## config.mk

```make
export PLATFORM = sky130hd
export DESIGN_NAME = sensor_calibrate_and_fault_count_core
export DESIGN_NICKNAME = d
export VERILOG_FILES = /design/src/design/scfc_pkg.sv /design/src/design/scfc_ram.sv /design/src/design/scfc_update.sv /design/src/design/sensor_calibrate_and_fault_count_core.sv
export SDC_FILE = /design/constraint.sdc
export NUM_CORES = 1
export LEC_CHECK = 0
export ABC_AREA = 1
export BUFFER_PORTS_ARGS = -buffer_cell sky130_fd_sc_hd__buf_2
export CORE_UTILIZATION = 40
export DETAILED_ROUTE_END_ITERATION = 8
export HOLD_SLACK_MARGIN = 0.1
export PLACE_DENSITY = 0.63
export SYNTH_ARGS = -nofsm -noshare
export SYNTH_HDL_FRONTEND = slang
export SYNTH_SLANG_ARGS = --single-unit
```

## constraint.sdc

```tcl
create_clock -name clk -period 6.4 [get_ports clk]
set_input_delay 0.32 -clock clk [delete_from_list [all_inputs] [get_ports clk]]
set_output_delay 0.32 -clock clk [all_outputs]
set_load 0.1 [all_outputs]
```

## src/design/scfc_pkg.sv

```systemverilog
// Shared types, constants and calibration tables for the sensor calibration core.
package scfc_pkg;

    // Sensor count and derived widths
    localparam int NUM_SENSORS = 13;
    localparam int IDX_W       = 4;
    localparam int SLOT_W      = (NUM_SENSORS > 1) ? $clog2(NUM_SENSORS) : 1;
    localparam int TEMP_W      = 12;
    localparam int CNT_W       = 8;
    localparam int COEF_A_W    = 15;
    localparam int COEF_B_W    = 7;
    localparam int PROD_W      = TEMP_W + COEF_A_W + 1;
    localparam int FRAC_W      = 14;

    // Stream word layouts
    localparam int S_TDATA_W = 16;
    localparam int S_TUSER_W = IDX_W;
    localparam int M_TDATA_W = 32;
    localparam int M_TUSER_W = IDX_W + 2;

    // Configuration register indexes
    typedef enum logic [1:0] {
        REG_LOWER_LIMIT = 2'd0,
        REG_UPPER_LIMIT = 2'd1,
        REG_ERROR_LIMIT = 2'd2,
        REG_FAULT_TEMP  = 2'd3
    } cfg_reg_t;

    // One entry of the per-sensor state memory
    typedef struct packed {
        logic [CNT_W-1:0]         cnt;
        logic [CNT_W-1:0]         worst;
        logic signed [TEMP_W-1:0] held;
    } scfc_entry_t;

    localparam int ENTRY_W = $bits(scfc_entry_t);

    // Result fields produced by the update stage
    typedef struct packed {
        logic signed [TEMP_W-1:0] temperature;
        logic                     reading_valid;
        logic                     fault;
        logic [CNT_W-1:0]         error_run;
        logic [CNT_W-1:0]         worst_error_run;
    } scfc_result_t;

    // Gain per sensor, unsigned Q1.14
    function automatic logic [COEF_A_W-1:0] coef_a(input logic [IDX_W-1:0] idx);
        logic [COEF_A_W-1:0] a;
        case (idx)
            4'd0:    a = 15'd14746;
            4'd1:    a = 15'd15319;
            4'd2:    a = 15'd14746;
            4'd3:    a = 15'd16466;
            4'd4:    a = 15'd15892;
            4'd5:    a = 15'd16220;
            4'd6:    a = 15'd15073;
            4'd7:    a = 15'd15647;
            4'd8:    a = 15'd1638;
            4'd9:    a = 15'd15892;
            4'd10:   a = 15'd15729;
            4'd11:   a = 15'd1638;
            4'd12:   a = 15'd1638;
            default: a = '0;
        endcase
        return a;
    endfunction

    // Offset per sensor, 1/16 degC
    function automatic logic [COEF_B_W-1:0] coef_b(input logic [IDX_W-1:0] idx);
        logic [COEF_B_W-1:0] b;
        case (idx)
            4'd0:    b = 7'd123;
            4'd1:    b = 7'd75;
            4'd2:    b = 7'd99;
            4'd3:    b = 7'd56;
            4'd4:    b = 7'd56;
            4'd5:    b = 7'd56;
            4'd6:    b = 7'd80;
            4'd7:    b = 7'd43;
            4'd9:    b = 7'd26;
            4'd10:   b = 7'd35;
            default: b = '0;
        endcase
        return b;
    endfunction

endpackage

```

## src/design/scfc_ram.sv

```systemverilog
// Generic single-write, single-read RAM with registered read data.
module scfc_ram #(
    parameter int WIDTH = 8,
    parameter int DEPTH = 16,
    localparam int ADDR_W = (DEPTH > 1) ? $clog2(DEPTH) : 1
) (
    input  logic              clk,
    input  logic              wr_en,
    input  logic [ADDR_W-1:0] wr_addr,
    input  logic [WIDTH-1:0]  wr_data,
    input  logic              rd_en,
    input  logic [ADDR_W-1:0] rd_addr,
    output logic [WIDTH-1:0]  rd_data
);

    logic [WIDTH-1:0] mem [DEPTH];

    // Write port, and read port returning the old word on a collision
    always_ff @(posedge clk)
    begin
        if (wr_en)
        begin
            mem[wr_addr] <= wr_data;
        end
        if (rd_en)
        begin
            rd_data <= mem[rd_addr];
        end
    end

endmodule

```

## src/design/scfc_update.sv

```systemverilog
// Calibration finish and per-sensor error counter update for one reading.
module scfc_update (
    input  logic signed [scfc_pkg::PROD_W-1:0]   prod,
    input  logic [scfc_pkg::COEF_B_W-1:0]        coef_b,
    input  logic                                  in_range,
    input  scfc_pkg::scfc_entry_t                 old_entry,
    input  logic [scfc_pkg::CNT_W-1:0]            error_limit,
    input  logic signed [scfc_pkg::TEMP_W-1:0]    fault_temp,
    output scfc_pkg::scfc_entry_t                 new_entry,
    output scfc_pkg::scfc_result_t                result
);

    localparam int RND_W = scfc_pkg::PROD_W + 1;
    localparam int SHR_W = RND_W - scfc_pkg::FRAC_W;
    localparam int SUM_W = SHR_W + 1;

    logic signed [RND_W-1:0]            rnd;
    logic signed [SHR_W-1:0]            shr;
    logic signed [SUM_W-1:0]            sum;
    logic signed [scfc_pkg::TEMP_W-1:0] cal;
    logic [scfc_pkg::CNT_W-1:0]         cnt_inc;
    logic [scfc_pkg::CNT_W-1:0]         worst_max;
    logic                               fault;

    // Round half up, drop the fraction, add the offset, saturate
    always_comb
    begin
        rnd = RND_W'(prod) + RND_W'(1 << (scfc_pkg::FRAC_W - 1));
        shr = rnd[RND_W-1:scfc_pkg::FRAC_W];
        sum = SUM_W'(shr) + SUM_W'($signed({1'b0, coef_b}));
        if (sum > SUM_W'(2047))
        begin
            cal = 12'sd2047;
        end
        else if (sum < -SUM_W'(2048))
        begin
            cal = -12'sd2048;
        end
        else
        begin
            cal = sum[scfc_pkg::TEMP_W-1:0];
        end
    end

    // Clear or advance the error run, track the worst run and substitute the fault value past the limit
    always_comb
    begin
        cnt_inc   = (old_entry.cnt == '1) ? old_entry.cnt : old_entry.cnt + 1'b1;
        worst_max = (old_entry.worst < cnt_inc) ? cnt_inc : old_entry.worst;
        fault     = 1'b0;
        new_entry = old_entry;
        if (in_range)
        begin
            new_entry.cnt  = '0;
            new_entry.held = cal;
        end
        else
        begin
            new_entry.cnt   = cnt_inc;
            new_entry.worst = worst_max;
            if (cnt_inc > error_limit)
            begin
                fault          = 1'b1;
                new_entry.held = fault_temp;
            end
        end
        result.temperature     = new_entry.held;
        result.reading_valid   = in_range;
        result.fault           = fault;
        result.error_run       = new_entry.cnt;
        result.worst_error_run = new_entry.worst;
    end

endmodule

```

## src/design/sensor_calibrate_and_fault_count_core.sv

```systemverilog
// Sensor calibration core: one reading in, one calibrated or held result out, per cycle
// while the result stream is not stalled.
// Each reading is checked against the limits, calibrated as a*raw+b (unsigned Q1.14
// gain, rounded half up, saturated to 12 bits) and its sensor's error run, worst run
// and held value are updated in a small state memory. The block takes one word per
// cycle while the result stream is not stalled; the multiply and memory read go into
// the stage register when a reading is taken, then update, write-back and the output
// register follow as the stage advances. The state memory is read and written back
// once per word; a write-back bypass covers a reading for the same sensor in the next
// cycle, so back-to-back readings of one sensor run at full rate.
// Per-sensor valid bits make the state read as zero after reset, with no clearing pass.
// Sensor numbers past the table report from a zero state and store nothing.
module sensor_calibrate_and_fault_count_core (
    input  logic                               clk,
    input  logic                               rst_n,
    // Configuration write channel
    input  logic                               cfg_valid,
    output logic                               cfg_ready,
    input  logic [1:0]                         cfg_index,
    input  logic [scfc_pkg::TEMP_W-1:0]        cfg_data,
    // Reading stream
    input  logic                               s_tvalid,
    output logic                               s_tready,
    input  logic [scfc_pkg::S_TDATA_W-1:0]     s_tdata,   // [11:0] raw_temp, zero pad
    input  logic [scfc_pkg::S_TUSER_W-1:0]     s_tuser,   // [3:0] sensor_index
    // Result stream
    output logic                               m_tvalid,
    input  logic                               m_tready,
    output logic [scfc_pkg::M_TDATA_W-1:0]     m_tdata,   // [11:0] temperature,
                                                          // [19:12] error_run,
                                                          // [27:20] worst_error_run, pad
    output logic [scfc_pkg::M_TUSER_W-1:0]     m_tuser    // [3:0] sensor_tag,
                                                          // [4] reading_valid, [5] fault
);

    localparam int SW = scfc_pkg::SLOT_W;
    localparam int TW = scfc_pkg::TEMP_W;
    localparam int CW = scfc_pkg::CNT_W;

    // Configuration registers
    logic signed [TW-1:0] lower_limit_reg;
    logic signed [TW-1:0] upper_limit_reg;
    logic [CW-1:0]        error_limit_reg;
    logic signed [TW-1:0] fault_temp_reg;

    // Stage 1 registers
    logic                                 s1_valid_reg;
    logic [scfc_pkg::IDX_W-1:0]           s1_idx_reg;
    logic                                 s1_has_reg;
    logic                                 s1_in_range_reg;
    logic signed [scfc_pkg::PROD_W-1:0]   s1_prod_reg;

    // Write-back bypass and entry valid bits
    logic                                 fwd_valid_reg;
    logic [SW-1:0]                        fwd_slot_reg;
    scfc_pkg::scfc_entry_t                fwd_entry_reg;
    logic [scfc_pkg::NUM_SENSORS-1:0]     entry_valid_reg;

    // Output register
    logic                                 out_valid_reg;
    scfc_pkg::scfc_result_t               out_result_reg;
    logic [scfc_pkg::IDX_W-1:0]           out_tag_reg;

    logic                                 s_accept;
    logic                                 s1_advance;
    logic [scfc_pkg::IDX_W-1:0]           in_idx;
    logic                                 in_has;
    logic signed [TW-1:0]                 in_raw;
    logic                                 in_range;
    logic signed [scfc_pkg::PROD_W-1:0]   in_prod;
    logic [SW-1:0]                        s1_slot;
    logic [scfc_pkg::ENTRY_W-1:0]         ram_rd_data;
    scfc_pkg::scfc_entry_t                old_entry;
    scfc_pkg::scfc_entry_t                new_entry;
    scfc_pkg::scfc_result_t               new_result;

    assign cfg_ready  = 1'b1;
    assign s1_advance = s1_valid_reg && (!out_valid_reg || m_tready);
    assign s_tready   = !s1_valid_reg || s1_advance;
    assign s_accept   = s_tvalid && s_tready;

    // Latch configuration writes
    always_ff @(posedge clk or negedge rst_n)
    begin
        if (!rst_n)
        begin
            lower_limit_reg <= 12'sd80;
            upper_limit_reg <= 12'sd1280;
            error_limit_reg <= 8'd3;
            fault_temp_reg  <= 12'sd1600;
        end
        else if (cfg_valid)
        begin
            case (scfc_pkg::cfg_reg_t'(cfg_index))
                scfc_pkg::REG_LOWER_LIMIT: lower_limit_reg <= cfg_data;
                scfc_pkg::REG_UPPER_LIMIT: upper_limit_reg <= cfg_data;
                scfc_pkg::REG_ERROR_LIMIT: error_limit_reg <= cfg_data[CW-1:0];
                scfc_pkg::REG_FAULT_TEMP:  fault_temp_reg  <= cfg_data;
                default: ;
            endcase
        end
    end

    // Stage 0: range check and gain multiply
    always_comb
    begin
        in_idx   = s_tuser[scfc_pkg::IDX_W-1:0];
        in_has   = (32'(in_idx) < scfc_pkg::NUM_SENSORS);
        in_raw   = in_has ? $signed(s_tdata[TW-1:0]) : '0;
        in_range = !((in_raw < lower_limit_reg) || (in_raw > upper_limit_reg));
        in_prod  = scfc_pkg::PROD_W'($signed({1'b0, scfc_pkg::coef_a(in_idx)}) * in_raw);
    end

    always_ff @(posedge clk or negedge rst_n)
    begin
        if (!rst_n)
        begin
            s1_valid_reg <= 1'b0;
        end
        else if (s_accept)
        begin
            s1_valid_reg <= 1'b1;
        end
        else if (s1_advance)
        begin
            s1_valid_reg <= 1'b0;
        end
    end

    always_ff @(posedge clk)
    begin
        if (s_accept)
        begin
            s1_idx_reg      <= in_idx;
            s1_has_reg      <= in_has;
            s1_in_range_reg <= in_range;
            s1_prod_reg     <= in_prod;
        end
    end

    // Per-sensor state memory
    assign s1_slot = s1_idx_reg[SW-1:0];

    scfc_ram #(
        .WIDTH (scfc_pkg::ENTRY_W),
        .DEPTH (scfc_pkg::NUM_SENSORS)
    ) u_state_ram (
        .clk     (clk),
        .wr_en   (s1_advance && s1_has_reg),
        .wr_addr (s1_slot),
        .wr_data (new_entry),
        .rd_en   (s_accept),
        .rd_addr (in_idx[SW-1:0]),
        .rd_data (ram_rd_data)
    );

    // Stage 1: pick the latest copy of the entry
    always_comb
    begin
        if (!s1_has_reg)
        begin
            old_entry = '0;
        end
        else if (fwd_valid_reg && (fwd_slot_reg == s1_slot))
        begin
            old_entry = fwd_entry_reg;
        end
        else if (entry_valid_reg[s1_slot])
        begin
            old_entry = scfc_pkg::scfc_entry_t'(ram_rd_data);
        end
        else
        begin
            old_entry = '0;
        end
    end

    scfc_update u_update (
        .prod        (s1_prod_reg),
        .coef_b      (scfc_pkg::coef_b(s1_idx_reg)),
        .in_range    (s1_in_range_reg),
        .old_entry   (old_entry),
        .error_limit (error_limit_reg),
        .fault_temp  (fault_temp_reg),
        .new_entry   (new_entry),
        .result      (new_result)
    );

    // Track written entries and the last write for the bypass
    always_ff @(posedge clk or negedge rst_n)
    begin
        if (!rst_n)
        begin
            fwd_valid_reg   <= 1'b0;
            entry_valid_reg <= '0;
        end
        else if (s1_advance && s1_has_reg)
        begin
            fwd_valid_reg            <= 1'b1;
            entry_valid_reg[s1_slot] <= 1'b1;
        end
    end

    always_ff @(posedge clk)
    begin
        if (s1_advance && s1_has_reg)
        begin
            fwd_slot_reg  <= s1_slot;
            fwd_entry_reg <= new_entry;
        end
    end

    // Output register
    always_ff @(posedge clk or negedge rst_n)
    begin
        if (!rst_n)
        begin
            out_valid_reg <= 1'b0;
        end
        else if (s1_advance)
        begin
            out_valid_reg <= 1'b1;
        end
        else if (m_tready)
        begin
            out_valid_reg <= 1'b0;
        end
    end

    always_ff @(posedge clk)
    begin
        if (s1_advance)
        begin
            out_result_reg <= new_result;
            out_tag_reg    <= s1_idx_reg;
        end
    end

    assign m_tvalid = out_valid_reg;
    assign m_tdata  = {4'd0, out_result_reg.worst_error_run, out_result_reg.error_run,
                       out_result_reg.temperature};
    assign m_tuser  = {out_result_reg.fault, out_result_reg.reading_valid, out_tag_reg};

endmodule

```

After elaboration in Yosys (flattened, before gate mapping)
Memories as Yosys holds them, arrays and structs flattened. A register that Yosys moved wholly into a read port is not among the register bits.
Cells that the tools add are included.
- register bits after elaboration: 160
- RAM bits: 364
- memory bits (read-only): 336
- input bits: 39
- output and inout port bits: 41
- logic and storage cells: 86
- memories kept: 3
- $add $sub $neg: 3
- $mul: 1
- $lt $le $gt $ge: 9
- equality and inequality tests: 5
- multiplexer cells: 24
- bitwise operators: 1
- reduce and logical (&&, ||, !) cells: 18
- memory list (name ; words ; width ; rd ports ; clocked after Yosys merged registers in ; write ports ; line ; source):
    u_state_ram.mem ; 13 ; 28 ; 1 ; 1 ; 1 ; scfc_ram.sv:16 ; logic [WIDTH-1:0] mem [DEPTH];
    (no name shown) ; 16 ; 15 ; 1 ; 0 ; 0 ; scfc_pkg.sv:50 ; case (idx)
    (no name shown) ; 16 ; 6 ; 1 ; 1 ; 0 ; scfc_pkg.sv:72 ; case (idx)
- operators with widths (cell ; count):
    two-way mux 28 bit ; 3
    two-way mux 12 bit ; 5
    two-way mux 8 bit ; 4
    adder 28 x 15 -> 29 bit, second input constant ; 1
    multiplier 16 x 12 -> 28 bit ; 1
    adder 15 x 8 -> 16 bit ; 1
    > comparator 16 x 12 -> 1 bit, second input constant ; 1
    less-than comparator 16 x 12 -> 1 bit, second input constant ; 1
    OR 13 bit ; 1
    > comparator 12 bit ; 1
    less-than comparator 12 bit ; 1
    two-way mux 1 bit ; 9
    adder 8 x 1 -> 8 bit, second input constant ; 1
    == test 8 bit, second input constant ; 1
    > comparator 8 bit ; 1
    less-than comparator 8 bit ; 1
    AND reduction 2 bit ; 4
    logical AND 1 bit ; 5
    less-than comparator 4 x 5 -> 1 bit, second input constant ; 1
    binary-select mux 1 bit (select 4 bit) ; 1
    demux 1 bit (select 4 bit) ; 1
    == test 2 bit, second input constant ; 2
    == test 4 bit ; 1
    greater-or-equal comparator 4 x 1 -> 1 bit, second input constant ; 1
    7 further kinds ; 12

Longest topological paths before layout
Gate-level depths: netlist (run 1).
- depth in word-level cells: 10
- gate-level depth with buffers: 35
- mapped depth without buffers: 33

Modules after synthesis
Synthesis (run 1) repeated with hierarchy kept, for this count alone.
- cell total of the unflattened synthesis: 3301
- area, all modules: 32009.4 um2
- by module, submodules not included (module ; instances ; cells an instance ; area each (um2) ; sequential area each (um2)):
    scfc_ram ; 1 ; 1447 ; 16313.1 ; 11771.3
    sensor_calibrate_and_fault_count_core ; 1 ; 1438 ; 13429.1 ; 4635.7
    scfc_update ; 1 ; 416 ; 2267.2 ; 0.0

Worst setup path before layout (run 1)
No wires, ideal clock.
- path kind: input -> register
- start point: input s_tuser[1] (netlist bit)
- end point: register s1_prod_reg[25] (netlist bit) (data pin)
- library setup time: 0.252 ns
- data arrival time: 6.486 ns
- required time: 6.148 ns
- setup slack: -0.338 ns
- stages: 27
- buffers on the path: 4
- path through: clkbuf_1 > inv_1 > clkbuf_1 > clkbuf_1 > ha_1 > nor3_2 > inv_1 > nand2_1 > clkbuf_1 > inv_1 > nand2_1 > fa_1 > fa_1 > inv_1 > fa_1 > fa_1 > inv_1 > fa_1 > inv_1 > ha_1 > nand2_1 > o21ai_0 > a21boi_0 > o21ai_0 > nand4_1 > nand3_1 > nand2_1
- longest elaborated chain between the ends: 3
- elaborated cells between the ends (all ways): 4
- those cells by class: mul (1); order compare (1); mux (1); memory (1)
- RTL lines (element ; line ; source):
    start, declared ; sensor_calibrate_and_fault_count_core.sv:25 ; input logic [scfc_pkg::S_TUSER_W-1:0] s_tuser,
    less-than comparator 4 bit ; sensor_calibrate_and_fault_count_core.sv:108 ; in_has = (32'(in_idx) < scfc_pkg::NUM_SENSORS);
    named net in_has ; sensor_calibrate_and_fault_count_core.sv:67 ; logic in_has;
    two-way mux 12 bit ; sensor_calibrate_and_fault_count_core.sv:109 ; in_raw = in_has ? $signed(s_tdata[TW-1:0]) : '0;
    multiplier 16 x 12 -> 28 bit ; sensor_calibrate_and_fault_count_core.sv:111 ; in_prod = scfc_pkg::PROD_W'($signed({1'b0, scfc_pkg::coef_a(in_idx)}) * in_raw);
    named net in_prod (one bit) ; sensor_calibrate_and_fault_count_core.sv:70 ; logic signed [scfc_pkg::PROD_W-1:0] in_prod;
    end signal, assigned ; sensor_calibrate_and_fault_count_core.sv:137 ; s1_prod_reg <= in_prod;
    end, declared ; sensor_calibrate_and_fault_count_core.sv:51 ; logic signed [scfc_pkg::PROD_W-1:0] s1_prod_reg;
The timed path passes the listed nets, and every way through them passes these cells.
A chain may end at the register's enable or synchronous reset.

Final worst setup path (run 1)
- start point: input s_tuser[2] (netlist bit)
- end point: register s1_prod_reg[26] (netlist bit) (data pin)
- longest elaborated chain between the ends: 3
- elaborated cells between the ends (all ways): 4
- those cells by class: mul (1); order compare (1); mux (1); memory (1)
- RTL lines (element ; line):
    less-than comparator 4 bit ; sensor_calibrate_and_fault_count_core.sv:108
    two-way mux 12 bit ; sensor_calibrate_and_fault_count_core.sv:109
    multiplier 16 x 12 -> 28 bit (*) ; sensor_calibrate_and_fault_count_core.sv:111
    named net in_prod (one bit) ; sensor_calibrate_and_fault_count_core.sv:70
Mark *: on every way through the listed nets, which the timed path passes. The rest lies on a longest branch.

==> results of run 1 <==
==> cell usage after synthesis, drive strengths merged <==
library cell  number  area, um2
xnor2              7       61.3
a22oi             12       90.1
inv              332       1250
dfxtp              6        120
conb               2       7.51
nand4             10       83.8
clkinv             6       22.5
nor3              16       95.1
nand2            425       1640
a31o               2       17.5
nand3            109        583
o21ai            287       1440
nor2             381       1470
fa               128       2560
edfxtp           479      14400
and3               1       6.26
a21oi             52        268
ha               135       1690
dfstp              9        236
o2111ai            1       8.76
o31ai              2       15.0
o22ai             57        357
xor2              23        209
buf               20        145
a21boi             2       15.0
a21o               4       30.0
a2111oi            1       15.0
a31oi              6       37.5
o21a               4       30.0
or2               22        140
a211oi             1       7.51
o41ai              1       8.76
clkbuf            90        338
o211ai            34        255
dfrtp             51       1280
nor4               6       37.5
o21bai             1       7.51
a221oi             2       17.5
==> layout make-up <==
class | count | area [um2]
flip-flops and latches | 545 | 16000
fillers | 6641 | 38700
clock inverters | 30 | 378
well taps | 950 | 1190
repair buffers | 186 | 1270
diodes | 1 | 2.50
inverters | 338 | 1270
multi-input cells | 1737 | 11300
clock buffers | 70 | 1440
==> layer usage <==
| layer | vias up | track usage | wire [um] |
|---|---|---|---|
| li1 | 9450 | - | - |
| met1 | 10000 | 0.270 | 32000 |
| met2 | 599 | 0.344 | 36600 |
| met3 | 111 | 0.0249 | 4030 |
| met4 | 0 | 0.0590 | 1860 |
| met5 | - | 0 | 0 |
==> metrics by stage <==
| step | cell area, um2 | utilization | setup TNS, ns | instances |
|---|---|---|---|---|
| floorplan | 29000 | - | -10.21 | 2730 |
| global placement | 31000 | 0.432 | 0 | 3746 |
| detailed placement | 31000 | 0.432 | 0 | 3746 |
| CTS | 32900 | 0.459 | 0 | 3855 |
| global route | 32900 | 0.459 | 0 | 3856 |
| finish | 32900 | 0.460 | 0 | 3857 |
==> tightest hold or removal path, stage by stage <==
cell and delay [ns]:
buf_2 0.07, inv_1 0.12, o21ai_0 0.18
==> timing repair <==
| item | 4_1_cts | 5_1_grt |
|---|---|---|
| endpoints found under the hold margin | 68 | 0 |
| setup endpoints to repair | 0 | 6 |
| hold buffers | 9 | 0 |
| resized for setup | 0 | 4 |
| setup buffers | 0 | 1 |
==> how the worst max path moves through the flow <==
stage | end | slack, ns | cells past startpoint
floorplan | u_state_ram.mem[10][0]$_DFFE_PP_ | -0.06 | 5
global placement | s1_prod_reg[25]$_DFFE_PP_ | 0.13 | 29
detailed placement | s1_prod_reg[26]$_DFFE_PP_ | 0.12 | 27
CTS | s1_prod_reg[17]$_DFFE_PP_ | 0.23 | 24
global route | s1_prod_reg[25]$_DFFE_PP_ | 0.03 | 29
finish | s1_prod_reg[26]$_DFFE_PP_ | 0.36 | 27
==> cells by family (layout without fill, tap and decap cells) <==
group | after synthesis | in the layout | share of synthesized area
flip-flops | 545 | 545 | 0.553
other | 2 | 6 | 0.000259
buffers and inverters | 448 | 624 | 0.0604
AO/OA/AOI/OAI | 469 | 469 | 0.0905
adder cells (fa/ha/maj) | 263 | 263 | 0.147
XOR/XNOR | 30 | 30 | 0.00932
AND/OR/NAND/NOR | 970 | 970 | 0.140
==> power groups by stage <==
| stage | clock [W] | sequential [W] | combinational, W |
|---|---|---|---|
| after floorplan | 0 | 0.00500 | 0.00292 |
| after global placement | 0 | 0.00472 | 0.00464 |
| after detailed placement | 0 | 0.00473 | 0.00473 |
| after CTS | 0.00333 | 0.00466 | 0.00475 |
| after global routing | 0.00347 | 0.00469 | 0.00531 |
| final | 0.00327 | 0.00466 | 0.00470 |
==> impl_metrics.tcl, run 1 <==
set metrics [dict create \
    antenna_found_initial 1 \
    slew_headroom 0.220 \
    cts_sinks 545 \
    synth_cell_type_count 58 \
    yosys_register_bits 545 \
    drc_errors 0 \
    yosysSeqAreaShare 0.553 \
    slowest_stage "dlygate4sd3_1" \
    crit_start "s_tuser[2]" \
    critical_path_arrival_ns 6.41 \
    clk_pin_slew_ns 0.07 \
    worstHoldStart "cfg_data[5]" \
    hold_viol 0 \
    clk_latency_ns 0.62 \
    die_y_um 271 \
    pwr-share-clk 0.259 \
    switching_share 0.356 \
    dp_slack_ns 0.117 \
    seqPwrFrac 0.369 \
    endpoint_kind "flop" \
    fin_crit_sh 0.943 \
    fin_ws_ns 0.363 \
    slowest_delay_ns 0.57 \
    critical_path.top_delay_family "adder cells" \
    syn_area_per_cell_um2 10.6 \
    finalMaxSlewViolations 0 \
    ff2ff_setup_slack_ns 0.89 \
    skew_ns 0.0390 \
    final_common_cell "edfxtp_1" \
    ant_nets 0 \
    syn-cell-area_um2 29000 \
    synthCells 2727 \
    finalSetupViolations 0 \
    largest_reg_flops 364 \
    leakagePower_nw 13.5 \
    ioPinCount 80 \
    routedWlPerCell_um 19.3 \
    tightest_slew_ns 1.16 \
    path_max_fanout 12 \
    yosys_warnings 0 \
    fin_nets 3164 \
    power_w 0.0126 \
    combPwrFrac 0.372 \
    switchingPower_w 0.00449 \
    min_to "lower_limit_reg[5]$_DFFE_PN0P_" \
    timing.max_cap.violations 0 \
    layout_common_cells "edfxtp_1, nand2_1, nor2_1" \
    grt-ovfl-total 0 \
    largest_register "u_state_ram.mem" \
    crit_path_start_kind "primary input" \
    dpl.hpwl_um 49600 \
    dieWidth_um 271 \
    hold_depth 3 \
    first_pass_iters 5 \
    cts_tree "built" \
    num_rows 98 \
    start_util 0.405 \
    grt_max_degree 103 \
    drt-vias-per-instance 5.23 \
    internal-power_w 0.00813 \
    rsz0062_at_grt "no" \
    path_class "in -> reg" \
    reg2reg_depth 24 \
    core_area_um2 71600 \
    hold_ws_ns 0.127 \
    r2r_end "u_state_ram.mem[6][11]$_DFFE_PP_" \
    grt_pass1_vias 19900 \
    fmax_mhz 166 \
    fin_crit_ns 6.04 \
    drt_first_iter_violations 1647 \
    cts_buffers 54 \
    vias 20200 \
    clockBufferDepth 3 \
    gp_routability_congestion 0.902 \
    drive_above_1_share 0.122 \
    r2r_start "s1_idx_reg[1]$_DFFE_PP_" \
    critPathBufInv 11 \
    grt_usage 0.202 \
    ir_drop_uv 301 \
    required_ns 6.77 \
    wl_um 74500 \
    htreeDepth 2 \
    portBuffers 70 \
    cts_root_buffer "clkbuf_16" \
    hp-class "in -> reg" \
    areaGrowthSynthToFinish_pct 13.5 \
    p_per_area_nw_per_um2 384 \
    grt_pass1_wl_um 115000 \
    die_area_um2 73500 \
    outcome "finished clean" \
]
No activity file was read; power rests on OpenSTA's default activity.
==> run 2, diff against run 1 <==
--- a/config.mk
+++ b/config.mk
@@ -11,6 +11,7 @@
 export DETAILED_ROUTE_END_ITERATION = 8
 export HOLD_SLACK_MARGIN = 0.1
 export PLACE_DENSITY = 0.63
+export REMOVE_ABC_BUFFERS = 1
 export SYNTH_ARGS = -nofsm -noshare
 export SYNTH_HDL_FRONTEND = slang
 export SYNTH_SLANG_ARGS = --single-unit
==> impl_metrics.tcl, run 2 (synthesis gave the netlist of run 1 again) <==
set metrics [dict create \
    multiInputGateArea_um2 11300 \
    largest_reg_flops 364 \
    cts_tree "built" \
    timing.max_cap.violations 0 \
    routedWlPerCell_um 19.6 \
    pwr-share-clk 0.258 \
    skew_ns 0.0266 \
    cts_buffers 56 \
    grt_usage 0.205 \
    cts_resized 0 \
    num_rows 98 \
    power_w 0.0125 \
    hold_ws_ns 0.115 \
    slew_headroom 0.0654 \
    drive_above_1_share 0.121 \
    fin_ws_ns 0.605 \
    fmax_mhz 173 \
    core_area_um2 71600 \
    finalSetupViolations 0 \
    wl_um 75200 \
    largest_register "u_state_ram.mem" \
    start_util 0.405 \
    fin_nets 3149 \
    ir_drop_uv 320 \
    areaGrowthSynthToFinish_pct 13.1 \
    ioPinCount 80 \
    internal-power_w 0.00798 \
    required_ns 6.74 \
    final_util 0.458 \
    cts_root_buffer "clkbuf_16" \
    die_area_um2 73500 \
    endpoint_kind "flop" \
    clockBufferDepth 3 \
    n_fill_cell 6580 \
    gp_routability_congestion 0.907 \
    seqPwrFrac 0.372 \
    vias 20100 \
    first_pass_iters 6 \
    p_per_area_nw_per_um2 381 \
    grt-ovfl-total 0 \
    crit_path_start_kind "primary input" \
    clk_pin_slew_ns 0.07 \
    drc_errors 0 \
    hp-class "in -> reg" \
    drt-vias-per-instance 5.23 \
    ff2ff_setup_slack_ns 0.67 \
    switching_share 0.361 \
    grt_max_degree 170 \
    outcome "finished clean" \
    clk_latency_ns 0.61 \
    ant_nets 0 \
    layout_common_cells "edfxtp_1, nand2_1, nor2_1" \
    fin_crit_sh 0.905 \
    path_max_fanout 6 \
    cts_sinks 545 \
    leakagePower_nw 13.5 \
    seqCellArea_um2 16000 \
    path_class "in -> reg" \
    rsz0062_at_grt "no" \
    htreeDepth 2 \
    final_common_cell "edfxtp_1" \
    dp_slack_ns 0.0860 \
    drt_first_iter_violations 1527 \
    hold_viol 0 \
    critical_path_arrival_ns 6.13 \
    grt_pass1_wl_um 116000 \
    dieWidth_um 271 \
    die_y_um 271 \
    tightest_slew_ns 1.39 \
    fin_crit_ns 5.80 \
    finalMaxSlewViolations 0 \
    switchingPower_w 0.00450 \
    antenna_found_initial 1 \
    combPwrFrac 0.370 \
    setup-tns-final_ns 0 \
    grt_pass1_vias 20000 \
    dpl.hpwl_um 49600 \
    portBuffers 70 \
]
==> run 2: cell types whose count changed in the layout (fill, tap and decap cells not counted), sizes merged <==
cell	before	now
buf	176	163
bufinv	8	4
clkbuf	71	75
clkinv	19	28
clkinvlp	4	3
dlygate4sd3	9	6
inv	337	334
==> run 2: per-layer routing <==
layer / share of wire / up-vias / track usage
li1: - / 9434 / -
met1: 0.43 / 9955 / 0.277
met2: 0.50 / 593 / 0.351
met3: 0.049 / 125 / 0.0219
met4: 0.024 / 0 / 0.0556
met5: 0 / - / 0
==> run 2: layout make-up <==
| class | count | area share |
|---|---|---|
| inverters | 338 | 0.0388 |
| multi-input cells | 1737 | 0.345 |
| diodes | 1 | 0.0000763 |
| clock buffers | 75 | 0.0474 |
| clock inverters | 31 | 0.00866 |
| repair buffers | 169 | 0.0347 |
| well taps | 950 | 0.0363 |
| flip-flops and latches | 545 | 0.489 |
==> run 2: worst paths after layout <==
| check | end | from | cells after the start |
|---|---|---|---|
| min in group asynchronous | lower_limit_reg[10]$_DFFE_PN0P_ | rst_n | 3 |
| setup / recovery | s1_prod_reg[26]$_DFFE_PP_ | s_tuser[0] | 27 |
| setup reg to reg | u_state_ram.mem[6][18]$_DFFE_PP_ | s1_idx_reg[1]$_DFFE_PP_ | 22 |
| hold reg to reg | entry_valid_reg[0]$_DFFE_PN0P_ | entry_valid_reg[0]$_DFFE_PN0P_ | 2 |
| hold / removal | upper_limit_reg[4]$_DFFE_PN0P_ | cfg_data[4] | 3 |
| max in group asynchronous | m_tvalid$_DFFE_PN0P_ | rst_n | 3 |
==> run 2: worst max-delay path, stage by stage <==
cell and delay [ns]:
buf_4 0.14, inv_4 0.07, ha_1 0.31, a21oi_1 0.20, inv_1 0.08, o21a_1 0.24
inv_1 0.22, buf_4 0.16, nand2_1 0.06, fa_1 0.49, fa_1 0.50, inv_1 0.07
fa_1 0.53, fa_1 0.54, inv_1 0.06, fa_1 0.55, inv_1 0.04, ha_1 0.32
a21oi_1 0.16, inv_1 0.06, a31oi_1 0.22, nor2_1 0.07, o21ai_0 0.17, nand3_1 0.17
nand3_1 0.12, o211ai_1 0.10, xor2_1 0.15
==> run 2: what timing repair did <==
| action | in CTS | in global routing |
|---|---|---|
| hold buffers | 6 | 0 |
| endpoints found under the hold margin | 64 | 0 |
| buffers inserted | 0 | 0 |
==> run 2: metrics by stage <==
step	area, um2	instances
detailed placement	30900	3733
global placement	30900	3733
global route	32800	3845
finish	32800	3846
floorplan	28500	2620
CTS	32800	3845
==> run 2: power by group through the flow <==
stage                     registers, W  logic [W]  clock network (W)
after global routing           0.00467    0.00521            0.00341
after detailed placement       0.00471    0.00462                  0
final                          0.00464    0.00462            0.00322
after global placement         0.00470    0.00453                  0
after CTS                      0.00464    0.00467            0.00328
after floorplan                0.00501    0.00286                  0
